[src/sv/cost_adaptive_checkpoint_period_defines.svh]
// Assertion macros for the cost-adaptive checkpoint period block
`ifndef COST_ADAPTIVE_CHECKPOINT_PERIOD_DEFINES_SVH
`define COST_ADAPTIVE_CHECKPOINT_PERIOD_DEFINES_SVH
`ifndef SYNTH
`define CACP_ASSERT_IMP(lbl, clk, rst_n, ante, cons, msg) \
    lbl: assert property (@(posedge clk) disable iff (!rst_n) (ante) |-> (cons)) \
        else $error(msg);
`define CACP_ASSERT_NXT(lbl, clk, rst_n, ante, cons, msg) \
    lbl: assert property (@(posedge clk) disable iff (!rst_n) (ante) |=> (cons)) \
        else $error(msg);
`else
`define CACP_ASSERT_IMP(lbl, clk, rst_n, ante, cons, msg)
`define CACP_ASSERT_NXT(lbl, clk, rst_n, ante, cons, msg)
`endif
`endif

[src/sv/cacp_pkg.sv]
// Types and constants shared by the checkpoint period modules
package cacp_pkg;

    localparam int unsigned ID_W     = 6;
    localparam int unsigned TIME_W   = 32;
    localparam int unsigned COST_W   = 33;
    localparam int unsigned COUNT_W  = 16;
    localparam int unsigned PERIOD_W = 8;
    localparam int unsigned COEF_W   = 16;
    localparam int unsigned PROD_W   = COST_W + COEF_W;
    localparam int unsigned FRAC_W   = 16;
    localparam int unsigned CMP_W    = COST_W + 3;
    localparam int unsigned CFG_IDX_W  = 8;
    localparam int unsigned CFG_DATA_W = 16;

    localparam logic [COEF_W-1:0] KEEP_COEF = 16'd26214;
    localparam logic [COEF_W-1:0] NEW_COEF  = 16'd39321;

    localparam logic [COUNT_W-1:0]  RECALC_EVENTS_RST = 16'd100;
    localparam logic [PERIOD_W-1:0] MAX_PERIOD_RST    = 8'd30;

    localparam logic [CFG_IDX_W-1:0] CFG_RECALC_EVENTS = 8'd0;
    localparam logic [CFG_IDX_W-1:0] CFG_MAX_PERIOD    = 8'd1;

    typedef struct packed {
        logic [ID_W-1:0]   obj_index;
        logic [TIME_W-1:0] state_time;
        logic [TIME_W-1:0] coast_time;
    } t_in;

    typedef struct packed {
        logic [ID_W-1:0]     result_object;
        logic                recalculated;
        logic [PERIOD_W-1:0] checkpoint_period;
    } t_out;

    typedef struct packed {
        logic [COUNT_W-1:0]  event_count;
        logic                step_negative;
        logic [COST_W-1:0]   old_cost;
        logic [COST_W-1:0]   filtered_cost;
        logic [PERIOD_W-1:0] period_store;
    } t_entry;

    typedef enum logic [2:0] {
        ST_CLEAR,
        ST_IDLE,
        ST_MUL,
        ST_FLT,
        ST_WB
    } t_state;

    typedef struct packed {
        logic busy;
        logic accept;
        logic mul_en;
        logic flt_en;
        logic wb_en;
        logic clr_en;
    } t_ctrl;

endpackage

[src/sv/cacp_ctrl.sv]
// Sequencer for the clearing sweep and the read-modify-write of one event
module cacp_ctrl #(
    parameter int NUM_OBJECTS = 64,
    parameter int AW          = 6
) (
    input  logic                i_clk,
    input  logic                i_rst_n,
    input  logic                i_start,
    output cacp_pkg::t_ctrl     o_ctrl,
    output logic [AW-1:0]       o_clr_addr
);

    cacp_pkg::t_state r_state, n_state;
    logic [AW-1:0]    r_clr_addr, n_clr_addr;
    logic             w_clr_last;

    assign w_clr_last = (r_clr_addr == AW'(NUM_OBJECTS - 1));

    always_comb begin
        n_state = r_state;
        case (r_state)
            cacp_pkg::ST_CLEAR: begin
                if (w_clr_last) begin
                    n_state = cacp_pkg::ST_IDLE;
                end
            end
            cacp_pkg::ST_IDLE: begin
                if (i_start) begin
                    n_state = cacp_pkg::ST_MUL;
                end
            end
            cacp_pkg::ST_MUL: n_state = cacp_pkg::ST_FLT;
            cacp_pkg::ST_FLT: n_state = cacp_pkg::ST_WB;
            cacp_pkg::ST_WB:  n_state = cacp_pkg::ST_IDLE;
            default:          n_state = cacp_pkg::ST_CLEAR;
        endcase
    end

    always_comb begin
        o_ctrl        = '0;
        o_ctrl.busy   = (r_state != cacp_pkg::ST_IDLE);
        o_ctrl.accept = (r_state == cacp_pkg::ST_IDLE) && i_start;
        o_ctrl.mul_en = (r_state == cacp_pkg::ST_MUL);
        o_ctrl.flt_en = (r_state == cacp_pkg::ST_FLT);
        o_ctrl.wb_en  = (r_state == cacp_pkg::ST_WB);
        o_ctrl.clr_en = (r_state == cacp_pkg::ST_CLEAR);
    end

    assign n_clr_addr = (r_state == cacp_pkg::ST_CLEAR) ? r_clr_addr + AW'(1) : r_clr_addr;
    assign o_clr_addr = r_clr_addr;

    always_ff @(posedge i_clk) begin
        if (!i_rst_n) begin
            r_state    <= cacp_pkg::ST_CLEAR;
            r_clr_addr <= '0;
        end else begin
            r_state    <= n_state;
            r_clr_addr <= n_clr_addr;
        end
    end

endmodule

[config.mk]
export PLATFORM = sky130hd
export DESIGN_NAME = cacp_ctrl
export DESIGN_NICKNAME = d
export VERILOG_FILES = /design/src/sv/cost_adaptive_checkpoint_period_defines.svh /design/src/sv/cacp_pkg.sv /design/src/sv/cacp_ctrl.sv
export SDC_FILE = /design/constraint.sdc
export NUM_CORES = 1
export LEC_CHECK = 0
export BUFFER_PORTS_ARGS = -buffer_cell sky130_fd_sc_hd__clkbuf_2
export CORE_AREA = 2 2 39 41
export CTS_CLUSTER_DIAMETER = 50
export DETAILED_ROUTE_END_ITERATION = 10
export DIE_AREA = 0 0 41 43
export PLACE_DENSITY = 0.62
export SLEW_MARGIN = 20
export SYNTH_ARGS = -nofsm -noshare
export SYNTH_HDL_FRONTEND = slang
export SYNTH_SLANG_ARGS = --single-unit
[constraint.sdc]
create_clock -name i_clk -period 1.5 [get_ports i_clk]
set_input_delay 0.3 -clock i_clk [delete_from_list [all_inputs] [get_ports i_clk]]
set_output_delay 0.3 -clock i_clk [all_outputs]
set_load 0.01 [all_outputs]
==> parameters.txt <==
Parameter                              Value

Timing
  Max_slew headroom    78.02%
  Slew at the pin with the worst max-slew slack    0.3251 ns
  Slack of the critical path    -0.005279 ns
  Largest clock skew in the final design    0.003153 ns
  Period Utilization, post-route    100.4%
  Final Max Tran Viols    0
  Fmax    664.3 MHz
  Count of final hold-check violations    0
  Final setup violation count    1
  Time the worst path needs with I/O delays and setup    1.505 ns
  RSZ-0062 raised after global routing    yes

Logic synthesis
  Synth unique cells    26
  Leading post-synthesis cells by cell area    dfxtp_1 (41%), a21oi_1 (5.6%), or3_1 (4.2%)
  Main flop type after synthesis    dfxtp_1
  Leading area contributor after synthesis    dfxtp_1
  Cell area after synthesis    442.9 sq um
  Syn Area/Cell    8.518 sq um
  Number of warnings reported in the yosys synthesis log    0
  Cell count after synthesis    52
  Sequential share of the synthesized area    40.68%
  Count of flip-flops with a built-in enable after synthesis    0
  Library cell with the highest instance count after synthesis    dfxtp_1
  Area fraction of the dominant cell type after synthesis    40.68%
  Post-synth top cells    dfxtp_1 (9), a21oi_1 (5), nand2_1 (4)
  FF+latch count, synth    9
  Share of flip-flops with an asynchronous set or reset after synthesis    0%
  Net count of the mapped netlist    56

Final layout
  Number of inserted filler cells in the final layout    149
  Ratio of cells with drive above 1 in the final layout    36.62%
  Final net count    76
  Cell area after layout    595.6 sq um
  Synth-to-Final Area Change    34.46%
  Antenna diode count    0

Worst setup path
  CP Data Required Time    1.20 ns
  Largest fanout on the critical path    8
  Worst endpoint data arrival time    1.21 ns
  Worst setup path category    reg -> out
  Critical R2R Launch    r_state[0]$_SDFFE_PN0P_
  Crit start category    flop
  Critical path startpoint    r_state[0]$_SDFFE_PN0P_
  Capturing element type of the critical path    primary output

Die
  Total I/O pin count    15
  Die span in y    43 um
  DIE WIDTH    41 um
  Starting utilization of the core area    32.01%
  Number of placement rows    14
  Die Outline Area    1763 sq um
  Core footprint    1384 sq um

Global route
  Maximum number of pins on one net before global-route repair    10
  Number of global-route vias before repair    357
  First-pass GRT wire length    1366 um
  Initial antenna violation count    0
  Global Route Usage Sum    11.49%
  Total gr overflow    0

Clock network
  Clock root buffer    clkbuf_4
  Clock tree from TritonCTS    built
  Post-CTS Hold Fix Bufs    0
  H-tree depth    1
  Clk slew on worst S/H paths    0.06 ns
  Clk sink count    9
  Clk Latency, worst-skew pair    0.26 ns
  Maximum number of buffers from clock root to sink    2
  CTS buffer count    3

Place
  Post-placement cell area    534.3 sq um
  Post-detailed-placement half-perimeter wirelength    649 um
  Port Buffer Count    14
  GP Congestion    0.6901

Flow run
  Number of max-capacitance violations reported    0

Routing
  Via total after detailed routing    430
  Drt first pass iters    2
  First-iteration detailed-routing DRC count    2
  Post-route ant nets    0
  Drt via density    4.943
  Total detailed-routing wirelength    961 um
  DRC violation count after routing    0
  Wirelength per Cell    11.05 um

Run status
  Failing checks    negative setup slack
  Run status    complete, but fails checks

Pwr
  Sum of internal, switching and leakage power    472.5 uW
  Static Leakage    0.2555 nW
  Worst supply voltage drop on vdd    0.0004578 V
  Power density over cell area    793.4 nW/um^2

Worst hold path
  Type of the tightest min-delay check    in -> reg
  Launch point of the worst hold path    i_rst_n
worst max-delay path, cell delays in order, from the launching register on:
cell     delay (ns)
dfxtp_2        0.33
or3_4          0.44
inv_4          0.08
buf_6          0.09
routing by layer:
metal	vias up	track usage [%]	routed length, um
li1	218	-	-
met1	208	12.70	429
met2	4	17.81	505
met3	0	6.283	27
met4	0	4.000	0
met5	-	0	0
report_power, final:
group	total, mW	internal (mW)	switching [mW]
Combinational	0.0332	0.0158	0.0174
Clock	0.185	0.102	0.0826
Sequential	0.254	0.246	0.00790
Total	0.473	0.365	0.108
final cells by class:
| cell class | count | area [sq um] | area share, % |
|---|---|---|---|
| clock buffers | 4 | 26.28 | 4.412 |
| inverters | 2 | 10.01 | 1.681 |
| multi-input cells | 38 | 251.5 | 42.23 |
| flip-flops and latches | 9 | 181.4 | 30.46 |
| well taps | 16 | 20.02 | 3.361 |
| repair buffers | 18 | 106.4 | 17.86 |
through the flow:
stage | hold slack, ns | util [%] | instances | TNS [ns] | setup slack, ns
floorplan | 0.4279 | - | 52 | 0 | 0.04532
global placement | 0.4870 | 38.61 | 82 | 0 | 0.1394
detailed placement | 0.4862 | 38.61 | 82 | 0 | 0.1221
CTS | 0.2720 | 41.14 | 86 | -0.009716 | -0.009716
global route | 0.2808 | 43.04 | 87 | -0.08817 | -0.03826
finish | 0.2740 | 43.04 | 87 | -0.005279 | -0.005279
state kept, by name (all words and copies together) (netlist names):
| signal | count |
|---|---|
| o_clr_addr | 6 |
| r_state | 3 |
path summary, 6_finish.rpt:
kind | depth (start not counted) | slack (ns) | endpoint
setup / recovery | 3 | -0.005 | o_ctrl[0]
hold reg to reg | 2 | 0.50 | o_clr_addr[5]$_SDFFE_PN0N_
setup reg to reg | 3 | 0.14 | o_clr_addr[5]$_SDFFE_PN0N_
hold / removal | 2 | 0.27 | r_state[0]$_SDFFE_PN0P_
kinds of logic after synthesis:
group / share of synthesized area (%)
xor gates and xnor gates: 3.956
buffers and inverters: 6.495
muxes: 2.260
AOI/OAI and AO/OA: 11.58
DFF: 40.68
and+or+nand+nor: 32.20
adders and majority gates: 2.824
what timing repair did:
item / 4_1_cts / 5_1_grt
endpoints found under the setup margin: 3 / 4
setup buffers: 0 / 1
pin swaps: 0 / 1
resized for setup: 3 / 5
placed cells by master (no fill, tap or decap), types with 2 or more instances in the layout:
cell type   n
clkbuf_2   13
or3_1       2
nand2b_1    2
a21oi_1     5
buf_4       4
xnor2_1     2
clkbuf_4    3
nand3_1     2
and2_1      2
dfxtp_1     8
nor2_1      3
o21ai_0     2
nand2_1     4
Note: power is estimated with default switching activity, not from simulation.
