File: config.mk
export PLATFORM = sky130hd
export DESIGN_NAME = cacp_update
export DESIGN_NICKNAME = d
export VERILOG_FILES = /design/src/sv/cost_adaptive_checkpoint_period_defines.svh /design/src/sv/cacp_pkg.sv /design/src/sv/cacp_update.sv
export SDC_FILE = /design/constraint.sdc
export NUM_CORES = 2
export LEC_CHECK = 0
export BUFFER_PORTS_ARGS = -buffer_cell sky130_fd_sc_hd__buf_2
export CAP_MARGIN = 20
export CELL_PAD_IN_SITES_DETAIL_PLACEMENT = 1
export CELL_PAD_IN_SITES_GLOBAL_PLACEMENT = 2
export CORE_ASPECT_RATIO = 1.4
export CORE_MARGIN = 2
export CORE_UTILIZATION = 41
export DETAILED_ROUTE_END_ITERATION = 7
export GPL_TIMING_DRIVEN = 1
export PLACE_DENSITY_LB_ADDON = 0.1
export SLEW_MARGIN = 40
export SYNTH_ARGS = -nofsm -noshare
export SYNTH_HDL_FRONTEND = slang
export SYNTH_SLANG_ARGS = --single-unit
export TNS_END_PERCENT = 10
File: constraint.sdc
create_clock -name i_clk -period 11.2 [get_ports i_clk]
set_input_delay 1.12 -clock i_clk [delete_from_list [all_inputs] [get_ports i_clk]]
set_output_delay 1.12 -clock i_clk [all_outputs]
set_load 0.005 [all_outputs]
File: src/sv/cost_adaptive_checkpoint_period_defines.svh
// Assertion macros for the cost-adaptive checkpoint period block
`ifndef COST_ADAPTIVE_CHECKPOINT_PERIOD_DEFINES_SVH
`define COST_ADAPTIVE_CHECKPOINT_PERIOD_DEFINES_SVH
`ifndef SYNTH
`define CACP_ASSERT_IMP(lbl, clk, rst_n, ante, cons, msg) \
    lbl: assert property (@(posedge clk) disable iff (!rst_n) (ante) |-> (cons)) \
        else $error(msg);
`define CACP_ASSERT_NXT(lbl, clk, rst_n, ante, cons, msg) \
    lbl: assert property (@(posedge clk) disable iff (!rst_n) (ante) |=> (cons)) \
        else $error(msg);
`else
`define CACP_ASSERT_IMP(lbl, clk, rst_n, ante, cons, msg)
`define CACP_ASSERT_NXT(lbl, clk, rst_n, ante, cons, msg)
`endif
`endif

File: src/sv/cacp_pkg.sv
// Types and constants shared by the checkpoint period modules
package cacp_pkg;

    localparam int unsigned ID_W     = 6;
    localparam int unsigned TIME_W   = 32;
    localparam int unsigned COST_W   = 33;
    localparam int unsigned COUNT_W  = 16;
    localparam int unsigned PERIOD_W = 8;
    localparam int unsigned COEF_W   = 16;
    localparam int unsigned PROD_W   = COST_W + COEF_W;
    localparam int unsigned FRAC_W   = 16;
    localparam int unsigned CMP_W    = COST_W + 3;
    localparam int unsigned CFG_IDX_W  = 8;
    localparam int unsigned CFG_DATA_W = 16;

    localparam logic [COEF_W-1:0] KEEP_COEF = 16'd26214;
    localparam logic [COEF_W-1:0] NEW_COEF  = 16'd39321;

    localparam logic [COUNT_W-1:0]  RECALC_EVENTS_RST = 16'd100;
    localparam logic [PERIOD_W-1:0] MAX_PERIOD_RST    = 8'd30;

    localparam logic [CFG_IDX_W-1:0] CFG_RECALC_EVENTS = 8'd0;
    localparam logic [CFG_IDX_W-1:0] CFG_MAX_PERIOD    = 8'd1;

    typedef struct packed {
        logic [ID_W-1:0]   obj_index;
        logic [TIME_W-1:0] state_time;
        logic [TIME_W-1:0] coast_time;
    } t_in;

    typedef struct packed {
        logic [ID_W-1:0]     result_object;
        logic                recalculated;
        logic [PERIOD_W-1:0] checkpoint_period;
    } t_out;

    typedef struct packed {
        logic [COUNT_W-1:0]  event_count;
        logic                step_negative;
        logic [COST_W-1:0]   old_cost;
        logic [COST_W-1:0]   filtered_cost;
        logic [PERIOD_W-1:0] period_store;
    } t_entry;

    typedef enum logic [2:0] {
        ST_CLEAR,
        ST_IDLE,
        ST_MUL,
        ST_FLT,
        ST_WB
    } t_state;

    typedef struct packed {
        logic busy;
        logic accept;
        logic mul_en;
        logic flt_en;
        logic wb_en;
        logic clr_en;
    } t_ctrl;

endpackage

File: src/sv/cacp_update.sv
// Cost filter and period stepping for one object entry
module cacp_update (
    input  logic                              i_clk,
    input  cacp_pkg::t_ctrl                   i_ctrl,
    input  cacp_pkg::t_entry                  i_entry,
    input  logic [cacp_pkg::COST_W-1:0]       i_cost,
    input  logic                              i_coast_zero,
    input  logic [cacp_pkg::COUNT_W-1:0]      i_recalc_events,
    input  logic [cacp_pkg::PERIOD_W-1:0]     i_max_period,
    output cacp_pkg::t_entry                  o_entry,
    output logic                              o_recalc,
    output logic [cacp_pkg::PERIOD_W-1:0]     o_period
);

    localparam int unsigned SUM_W = cacp_pkg::PROD_W + 1;
    localparam int unsigned P_W   = cacp_pkg::PERIOD_W + 2;

    logic [cacp_pkg::PROD_W-1:0] r_prod_keep, r_prod_new;
    logic [cacp_pkg::PROD_W-1:0] w_prod_keep, w_prod_new;
    logic [SUM_W-1:0]            w_sum;
    logic [cacp_pkg::COST_W-1:0] r_filt;
    logic [cacp_pkg::CMP_W-1:0]  w_old5, w_filt6, w_filt4;
    logic                        w_gt, w_lt, w_do_recalc;
    logic signed [P_W-1:0]       w_p;
    logic [cacp_pkg::PERIOD_W-1:0] w_p_clamped;
    logic                        w_step_neg;
    logic [cacp_pkg::COST_W-1:0] w_old_new;

    assign w_prod_keep = cacp_pkg::PROD_W'(i_entry.filtered_cost)
                       * cacp_pkg::PROD_W'(cacp_pkg::KEEP_COEF);
    assign w_prod_new  = cacp_pkg::PROD_W'(i_cost) * cacp_pkg::PROD_W'(cacp_pkg::NEW_COEF);

    always_ff @(posedge i_clk) begin
        if (i_ctrl.mul_en) begin
            r_prod_keep <= w_prod_keep;
            r_prod_new  <= w_prod_new;
        end
    end

    assign w_sum = SUM_W'(r_prod_keep) + SUM_W'(r_prod_new);

    always_ff @(posedge i_clk) begin
        if (i_ctrl.flt_en) begin
            r_filt <= w_sum[cacp_pkg::FRAC_W +: cacp_pkg::COST_W];
        end
    end

    assign w_old5  = cacp_pkg::CMP_W'({i_entry.old_cost, 2'b00})
                   + cacp_pkg::CMP_W'(i_entry.old_cost);
    assign w_filt6 = cacp_pkg::CMP_W'({r_filt, 2'b00}) + cacp_pkg::CMP_W'({r_filt, 1'b0});
    assign w_filt4 = cacp_pkg::CMP_W'({r_filt, 2'b00});
    assign w_gt    = (w_old5 > w_filt6);
    assign w_lt    = (w_old5 < w_filt4);

    assign w_do_recalc = (i_entry.event_count >= i_recalc_events);

    always_comb begin
        w_p        = signed'(P_W'(i_entry.period_store));
        w_step_neg = i_entry.step_negative;
        w_old_new  = i_entry.old_cost;
        if (i_entry.old_cost != '0) begin
            if (w_gt) begin
                w_p       = w_step_neg ? w_p - P_W'(1) : w_p + P_W'(1);
                w_old_new = r_filt;
            end else if (w_lt) begin
                w_step_neg = ~w_step_neg;
                w_p        = w_step_neg ? w_p - P_W'(1) : w_p + P_W'(1);
                w_old_new  = r_filt;
            end
            if (i_coast_zero) begin
                w_step_neg = 1'b0;
                w_p        = w_p + P_W'(1);
                w_old_new  = r_filt;
            end
        end else begin
            w_p       = w_p + P_W'(1);
            w_old_new = r_filt;
        end
    end

    always_comb begin
        if (w_p < 0) begin
            w_p_clamped = '0;
        end else if (w_p > signed'(P_W'(i_max_period))) begin
            w_p_clamped = i_max_period;
        end else begin
            w_p_clamped = w_p[cacp_pkg::PERIOD_W-1:0];
        end
    end

    always_comb begin
        o_entry = i_entry;
        if (w_do_recalc) begin
            o_entry.event_count   = cacp_pkg::COUNT_W'(1);
            o_entry.step_negative = w_step_neg;
            o_entry.old_cost      = w_old_new;
            o_entry.filtered_cost = r_filt;
            o_entry.period_store  = w_p_clamped;
        end else begin
            o_entry.event_count   = i_entry.event_count + cacp_pkg::COUNT_W'(1);
        end
    end

    assign o_recalc = w_do_recalc;
    assign o_period = w_do_recalc ? w_p_clamped : i_entry.period_store;

endmodule

==> metrics <==
Yosys top cell by area ha_1; Max clock buf depth 3; vias in the first global route roughly 25k; Sink Count between 100 and 150; DPL Wire Length approximately 74000 um; status finished, final reports clean; Starting Density roughly two fifths; Final nets roughly 4.3k; CP Capture Type primary output; crit path kind primary input to primary output; FF+latch count, synth 128; Root Driver clkbuf_16; Post-synth EDFFs 128; max incr delay on CP ~500 ps; post-synthesis cell area roughly 29000 sq um; Critical Path RT between 10000 and 15000 ps; die area approximately 73000 sq um; Async SR Flop Fraction 0%; Max FO, Critical Path 20; Fin Setup TNS 0 ps; Synth Area in Compound Gates 13.16%; Cells after Synth roughly 3k; Critical Path Start Type primary input; final setup fails 0; die width around 230 um; Final Max Slew Viols 0; Critical Path AT between 9000 and 10000 ps; maxcap violations 0; Synth Area in XOR/XNOR 5.705%; antenna violations before repair 0; gr usage total 23.25%; Clk Latency, worst-skew pair roughly 500 ps; largest family of logic cells by synthesized area adder cells; P&R area growth vs syn 10.78%; dominant synthesized flop cell edfxtp_1; Distinct cells, synth 94; grt total ovfl 0; slowest stage cell, crit path and4bb_1; Chip Height about 320 um; post-synthesis mux area share just under 3%; Mean Syn Cell Area roughly 9.8 sq um; slew margin rel. 47.12%; IO Port Bufs 251; crit share post-route 94.34%; std cell rows about 120; Post-Synth Simple-Gate Area under 10%; Wirelength per Cell approximately 20 um; Total Routed Length 82970 um; commonest cells after routing, fill and taps aside ha_1, inv_1, fa_1; First DRT Iteration DRCs ~630; register area share after synthesis between 10% and 20%; Adder-Cell Fraction of Synth Area a little under 50%; Worst-Margin Slew approximately 790 ps; antenna cells 0; Ports about 260; synth top area cells ha_1, fa_1, edfxtp_1; Syn. warnings 0; Clock Pin Slew Worst Setup and Hold Paths approximately 50 ps; Placer Congestion ~0.88; largest net degree at the start of global routing 74; Residual DRC 0; final hold violations 0; layout cells sized above 1 12.40%; Net Count, Synth slightly above 4k; Inserted Clock Buffers 25; Period minus WS final about 11000 ps; Clock Skew 15.25 ps; vias 22.21k; vias per inst 5.349; CTS H-tree depth 4; Routed Antenna Nets 0; CTS tree yes; DR pass1 iterations 4; commonest non-fill, non-tap cell in the layout ha_1; HP Class register to register; # Post-CTS Setup Buffers 0; first-pass GRT wire length about 130000 um; FMAX roughly 0.095 GHz; core area 70220 sq um; Synth top area share 24.92%
-- layout make-up --
class / count / area [sq um]
sequential: 128 / 3844
tap: 936 / 1171
clock buffer: 26 / 629.4
inverter: 536 / 2019
fill: 8045 / 38070
multi-input combinational: 2253 / 23030
timing repair buffer: 267 / 1390
clock inverter: 7 / 56.30
-- Yosys cell counts (4+ instances only) --
cell and count:
o31a_1 4, mux2_2 65, mux2i_1 10, a21boi_0 5, clkbuf_1 18, inv_1 534
a31oi_1 21, o22ai_1 11, and4_1 4, a211oi_1 15, xor2_1 71, a211o_1 4
buf_4 11, nand3_1 46, xnor2_1 118, a221o_1 4, o311ai_0 5, o21a_1 37
o41ai_2 4, o21ai_0 85, o41ai_1 4, nor3_1 43, nand2_1 91, edfxtp_1 128
o21ai_1 8, o31ai_1 12, and3_1 22, a311o_1 4, ha_1 578, nand2b_1 31
nor2b_1 25, and2_1 9, o21bai_1 21, o211ai_1 13, o2111ai_1 4, a311oi_1 5
a21oi_1 161, a21o_1 87, nand4_1 29, nor4_1 16, or3_1 14, fa_1 345
nor2_1 147
-- critical path, delay by kind of cell --
kind	cells	cell delay (ps)
xor+xnor	2	370
buf+inv	4	740
compound gates	20	4280
mux	1	190
simple gates	8	1450
fa+ha+maj	4	1260
-- registers in the layout, indices dropped and copies added (netlist names) --
signal,count
r_prod_keep,47
r_filt,33
r_prod_new,48
-- worst paths after layout --
check | from | endpoint | slack, ps | depth (start not counted)
worst max-delay path | i_entry[41] | o_period[2] | 630 | 39
worst min-delay path | r_prod_new[48] | r_filt[32] | 670 | 1
worst max register to register | r_prod_keep[6] | r_filt[32] | 6980 | 14
worst min register to register | r_prod_new[48] | r_filt[32] | 670 | 1
-- repair_timing --
action | in CTS | in global routing
hold endpoints to repair | 0 | 0
setup endpoints to repair | 0 | 16
gates resized for setup | 0 | 12
hold buffers | 0 | 0
-- cells by family (layout without fill, tap and decap cells) --
kind of cell / Yosys count / in the layout
AOI/OAI and AO/OA: 567 / 567
xor gates and xnor gates: 189 / 189
adders and majority gates: 923 / 923
buffers and inverters: 572 / 836
DFF: 128 / 128
muxes: 76 / 76
and+or+nand+nor: 498 / 498
-- per-stage QoR --
stage	cell area, sq um	hold WS, ps	cells	util (%)	worst slack (ps)
finish	32140	667.7	4153	45.78	634.3
global route	32140	691.4	4153	45.78	-1.821
CTS	32070	666.2	4152	45.67	131.5
detailed placement	31380	647.0	4119	44.70	140.3
global placement	31370	642.8	4119	44.67	332.1
floorplan	29020	526.9	2953	-	1104
-- routing by layer --
layer	vias up	share of wire [%]	track usage, %
li1	10690	-	-
met1	11000	40	26.42
met2	372	53	43.89
met3	151	2.6	2.217
met4	0	4.4	10.10
met5	-	0	0
Power is not shown: default switching activity piles up to over one toggle a cycle in this logic, so the estimate is an artifact.
